## src/hw/rtl/signed_divide_remainder_unit_assert.svh

```systemverilog
// Assertion macros for the signed divide / remainder unit.
`ifndef SIGNED_DIVIDE_REMAINDER_UNIT_ASSERT_SVH
`define SIGNED_DIVIDE_REMAINDER_UNIT_ASSERT_SVH

// Implication checked on every rising clock edge outside reset.
`define SDR_ASSERT_IMP(label, clk, rst_n, cond, prop, msg) \
  label: assert property (@(posedge clk) disable iff (!rst_n) (cond) |-> (prop)) \
    else $error(msg);

// Next-cycle implication checked outside reset.
`define SDR_ASSERT_NXT(label, clk, rst_n, cond, prop, msg) \
  label: assert property (@(posedge clk) disable iff (!rst_n) (cond) |=> (prop)) \
    else $error(msg);

`endif

```

## src/hw/rtl/sdr_pkg.sv

```systemverilog
// Package: widths, mode codes and shared types of the divide unit.
`timescale 1ns / 1ps
package sdr_pkg;
  localparam int unsigned DataW = 64;
  localparam int unsigned ModeW = 2;
  localparam int unsigned FifoDepthDefault = 4;

  localparam logic [ModeW-1:0] MODE_QUO32 = 2'd0;
  localparam logic [ModeW-1:0] MODE_REM32 = 2'd1;
  localparam logic [ModeW-1:0] MODE_QUO64 = 2'd2;
  localparam logic [ModeW-1:0] MODE_REM64 = 2'd3;

  // Classified operation, front end to back end.
  typedef struct packed {
    logic             wide;
    logic             want_rem;
    logic             zero;
    logic             neg_a;
    logic             neg_b;
    logic [DataW-1:0] mag_a;
    logic [DataW-1:0] mag_b;
  } sdr_op_t;

  // Per-stage control in the divide pipe.
  typedef struct packed {
    logic wide;
    logic want_rem;
    logic zero;
    logic neg_q;
    logic neg_r;
  } sdr_ctl_t;
endpackage

```

## src/hw/rtl/sdr_if.sv

```systemverilog
// Valid/ready channel interfaces for the divide unit.
`timescale 1ns / 1ps
interface sdr_in_if import sdr_pkg::*; ();
  logic                    valid;
  logic                    ready;
  logic [ModeW-1:0]        mode;
  logic signed [DataW-1:0] dividend;
  logic signed [DataW-1:0] divisor;
  modport source (output valid, mode, dividend, divisor, input ready);
  modport sink (input valid, mode, dividend, divisor, output ready);
endinterface


```

## src/hw/rtl/sdr_front.sv

```systemverilog
// Front end: operand selection, zero check, magnitudes, into a small queue.
`timescale 1ns / 1ps
module sdr_front import sdr_pkg::*; #(
  parameter int unsigned Depth = FifoDepthDefault
) (
  input  logic     clk,
  input  logic     rst_n,
  sdr_in_if.sink   in_ch,
  output logic     op_valid,
  input  logic     op_ready,
  output sdr_op_t  op
);
  localparam int unsigned AW = (Depth > 1) ? $clog2(Depth) : 1;

  sdr_op_t           q_r [Depth];
  logic [AW-1:0]     wp_r, rp_r;
  logic [AW:0]       cnt_r;
  logic              push, pop;
  logic [DataW-1:0]  a, b;
  logic              wide;
  sdr_op_t           cls;

  always_comb begin
    wide = in_ch.mode[1];
    a = wide ? in_ch.dividend : {{32{in_ch.dividend[31]}}, in_ch.dividend[31:0]};
    b = wide ? in_ch.divisor : {{32{in_ch.divisor[31]}}, in_ch.divisor[31:0]};
    cls.wide     = wide;
    cls.want_rem = in_ch.mode[0];
    cls.zero     = (b == '0);
    cls.neg_a    = a[DataW-1];
    cls.neg_b    = b[DataW-1];
    cls.mag_a    = a[DataW-1] ? (~a + 1'b1) : a;
    cls.mag_b    = b[DataW-1] ? (~b + 1'b1) : b;
  end

  assign in_ch.ready = (cnt_r != (AW+1)'(Depth));
  assign push = in_ch.valid && in_ch.ready;
  assign op_valid = (cnt_r != '0);
  assign pop = op_valid && op_ready;
  assign op = q_r[rp_r];

  always_ff @(posedge clk) begin
    if (push) q_r[wp_r] <= cls;
  end

  always_ff @(posedge clk) begin
    if (!rst_n) begin
      wp_r <= '0;
      rp_r <= '0;
      cnt_r <= '0;
    end else begin
      if (push) wp_r <= (wp_r == AW'(Depth-1)) ? '0 : wp_r + 1'b1;
      if (pop) rp_r <= (rp_r == AW'(Depth-1)) ? '0 : rp_r + 1'b1;
      cnt_r <= cnt_r + (AW+1)'(push) - (AW+1)'(pop);
    end
  end
endmodule

```

## src/flat_wrapper.sv

```systemverilog
// flat-port wrapper written by rule: the top's interface ports become plain ports
module sdr_front_flat import sdr_pkg::*;
#(
  parameter int unsigned Depth = FifoDepthDefault
)
  (clk, rst_n, op_valid, op_ready, op, in_ch_valid, in_ch_mode, in_ch_dividend, in_ch_divisor, in_ch_ready);
  sdr_in_if in_ch_i ();
  input  logic clk;
  input  logic rst_n;
  output logic op_valid;
  input  logic op_ready;
  output sdr_op_t op;
  input wire logic [$bits(in_ch_i.valid)-1:0] in_ch_valid;
  input wire logic [$bits(in_ch_i.mode)-1:0] in_ch_mode;
  input wire logic [$bits(in_ch_i.dividend)-1:0] in_ch_dividend;
  input wire logic [$bits(in_ch_i.divisor)-1:0] in_ch_divisor;
  output wire logic [$bits(in_ch_i.ready)-1:0] in_ch_ready;
  assign in_ch_i.valid = in_ch_valid;
  assign in_ch_i.mode = in_ch_mode;
  assign in_ch_i.dividend = in_ch_dividend;
  assign in_ch_i.divisor = in_ch_divisor;
  assign in_ch_ready = in_ch_i.ready;
  sdr_front #(.Depth(Depth)) u_core (.clk(clk), .rst_n(rst_n), .in_ch(in_ch_i), .op_valid(op_valid), .op_ready(op_ready), .op(op));
endmodule
```

## config.mk

```make
export PLATFORM = sky130hd
export DESIGN_NAME = sdr_front_flat
export DESIGN_NICKNAME = d
export VERILOG_FILES = /design/src/hw/rtl/signed_divide_remainder_unit_assert.svh /design/src/hw/rtl/sdr_pkg.sv /design/src/hw/rtl/sdr_if.sv /design/src/hw/rtl/sdr_front.sv /design/src/flat_wrapper.sv
export SDC_FILE = /design/constraint.sdc
export NUM_CORES = 1
export LEC_CHECK = 0
export BUFFER_PORTS_ARGS = -buffer_cell sky130_fd_sc_hd__buf_2
export CORE_UTILIZATION = 60
export CTS_BUF_LIST = sky130_fd_sc_hd__clkbuf_8
export DETAILED_ROUTE_END_ITERATION = 12
export PLACE_DENSITY = 0.81
export SYNTH_ARGS = -nofsm -noshare
export SYNTH_HDL_FRONTEND = slang
export SYNTH_SLANG_ARGS = --single-unit
```

## constraint.sdc

```tcl
create_clock -name clk -period 13.05 [get_ports clk]
set_input_delay 1.305 -clock clk [delete_from_list [all_inputs] [get_ports clk]]
set_output_delay 1.305 -clock clk [all_outputs]
set_load 0.02 [all_outputs]
```

==> results.toml <==
[cts]
clockBufferDepth = 3
cts_tree = "yes"
cts.sinks = 541
post_cts_buffers = 0
cts-resized-gates = 0
cts_htree_levels = 3
hold_buffers = 0
clk_latency_ns = 0.65
clock_tree.root_cell = "clkbuf_8"
cts_made_buffers = 83
path_clk_slew_ns = 0.06

[floorplan]
start_util_pct = 61.2
ioPinCount = 269
die_area_mm2 = 0.0405
dieHeight_um = 201
coreArea_mm2 = 0.0389
row_count = 72
fp.dieW_um = 201

[critical_path]
critPathLaunchType = "flip-flop"
r2r-start = "u_core.cnt_r[1]$_SDFF_PN0_"
endpoint_kind = "primary output"
max_stage_delay_ns = 0.79
crit_slowest_cell = "buf_4"
rr_worst_depth = 4
path_common_cell = "buf_4"
cp_data_required_time_ns = 11.74
path_buf_inv = 3
crit_family = "buffers and inverters"
rr_endpoint = "u_core.q_r[2][110]$_DFFE_PP_"
crit_chain = "buf_4, buf_4, mux4_2, buf_2"
crit_arrival_ns = 3.69
critical_path_class = "flip-flop to primary output"
cp_max_fo = 42
ff2ff_setup_slack_ns = 10.00

[job]
max_cap_viol_count = 0

[cells_and_area]
seqCellArea_mm2 = 0.0162
drive_above_1_share_pct = 30.3
multi_input_area_mm2 = 0.00735
n_fill_cell = 2560
design_area_mm2 = 0.0272
area_delta_synth_final_pct = 14.0
final_nets = 1873

[logic_synthesis]
ys_seq_area_share_pct = 67.8
syn_area_per_cell_um2 = 16.7
async_flop_share_pct = 0
synth_edf_count = 532
synth_flop_cell = "edfxtp_1"
yosys_warnings = 0
synth_cells = 1426
synth_cell_types = 61
ys_seq_elements = 541
synth_area_mm2 = 0.0238
syn-num-nets = 1570

[grt]
grt_pass1_wl_um = 86400
grt_antenna_before_repair = 11
grt_max_degree = 69
grt_pass1_vias = 14600
grt-ovfl-total = 0
grtUsageTotal_pct = 28.5

[timing]
finalSetupViolCount = 0
max_slew_margin_pct = 22.3
tns_ns = 0
fmax_mhz = 200
holdWs_ns = 0.492
slew_violations = 0
post-route-period-util_pct = 38.3
worstMarginPinSlew_ns = 1.17
setup_ws_ns = 8.05
skew_ns = 0.0235
finalCriticalPeriod_ns = 5.00
hold_viol_final = 0
rsz0062_at_grt = "false"

[placement]
dpl_cell_area_mm2 = 0.0257
place_congestion = 0.885
dp_slack_ns = 8.24
io_buffers = 268
post-dp-hpwl_um = 38200

[route]
drc_errors = 0
viasPerCell = 6.31
vias = 14600
wl_um = 57400
first_pass_iters = 6
wire_per_inst_um = 24.8
drt_iter0_drc = 1281
ant_nets = 0

[min_path]
hp-class = "flip-flop to flip-flop"
whs_path_depth = 2
min_from = "u_core.rp_r[1]$_SDFFE_PN0P_"

[status]
status = "completed"

[pwr]
p_leak_nw = 9.13
cellPowerDensity_mw_per_mm2 = 168
vdd_drop_max_mv = 0.122
total_power_mw = 4.57
==> worst max-delay path by stage <==
stage                  start                           to  slack (ns)  cells past startpoint
6_report           flip-flop                      op[116]        8.05                      4
5_1_grt            flip-flop                      op[116]        7.71                      4
4_1_cts            flip-flop                      op[116]        7.87                      4
3_5_place_dp   in_ch_mode[1]   u_core.q_r[2][1]$_DFFE_PP_        8.24                      6
3_3_place_gp   in_ch_mode[1]  u_core.q_r[2][56]$_DFFE_PP_        8.42                      8
2_1_floorplan    in_ch_valid   u_core.q_r[0][0]$_DFFE_PP_        8.14                      1
==> worst reg2reg max path, stage by stage (launching register included) <==
cell     delay [ns]
dfxtp_1        0.42
nor2_1         0.07
nand2_1        0.17
and3_4         0.91
buf_4          1.01
==> power breakdown <==
part,switching (mW),internal (mW)
Clock,0.628,0.607
Combinational,0.699,0.437
Sequential,0.0607,2.14
Total,1.39,3.18
==> area by class of cell <==
cell class / count / area share [%]
Sequential cell: 541 / 59.5
Clock inverter: 60 / 1.01
Timing Repair Buffer: 285 / 5.42
Inverter: 21 / 0.290
Multi-Input combinational cell: 797 / 27.0
Clock buffer: 85 / 4.31
Antenna cell: 7 / 0.0645
Tap cell: 518 / 2.39
==> metrics by stage <==
stage | util [%] | std cells
global route | 69.8 | 2312
detailed placement | 66.1 | 2162
global placement | 66.1 | 2162
finish | 69.8 | 2314
floorplan | - | 1426
CTS | 69.8 | 2307
==> sequential cells by signal, indices dropped and copies added, names as in the netlist, named ones only <==
| signal | cells |
|---|---|
| u_core.wp_r | 2 |
| u_core.rp_r | 2 |
| u_core.cnt_r | 3 |
| u_core.q_r | 532 |
==> logic make-up after synthesis <==
| logic type | count (synthesis) | synth area share [%] |
|---|---|---|
| buffers and inverters | 88 | 1.45 |
| flip-flops | 541 | 67.8 |
| multiplexers | 161 | 13.8 |
| XOR/XNOR | 81 | 2.98 |
| AO/OA/AOI/OAI | 202 | 5.44 |
| AND/OR/NAND/NOR | 343 | 8.02 |
| adder cells (fa/ha/maj) | 10 | 0.557 |
==> Yosys cell counts, types with 8 or more instances <==
cell      instances  area (um2)
nand2b_1         26         163
xor2_1           35         307
nor3_1           31         155
and3_1            8        50.1
o31ai_1          19         143
ha_1              9         113
and2_1            8        50.1
or4_1            19         143
inv_1            21        78.8
a21oi_1          61         305
nand4_1          15        93.8
buf_2            12        60.1
or3_1            28         175
o21ai_0          43         215
nor4_1           20         125
mux2i_1          27         270
edfxtp_1        532       16000
buf_1            11        41.3
o41ai_1          17         149
xnor2_1          46         403
nand2_1          61         229
nand3_1          12        60.1
nor2b_1          14        87.6
nor2_1           64         240
a31oi_1          19         119
clkbuf_1         44         165
dfxtp_1           9         180
mux4_2          133        3000
==> cell usage in the layout (no fill, tap or decap), types with 35 or more instances in the layout <==
| cell type | n |
|---|---|
| o21ai_0 | 43 |
| buf_2 | 267 |
| inv_1 | 47 |
| nand2_1 | 61 |
| edfxtp_1 | 532 |
| xnor2_1 | 46 |
| a21oi_1 | 60 |
| mux4_2 | 133 |
| xor2_1 | 35 |
| clkbuf_8 | 85 |
| nor2_1 | 64 |
==> metal layers <==
layer	track usage (%)	routed length [um]	vias up
met4	9.98	1860	12
met3	7.84	5270	141
met1	37.5	22300	7324
li1	-	-	6429
met5	0	71	-
met2	46.3	27900	692
Note: power is estimated with default switching activity, not from simulation.
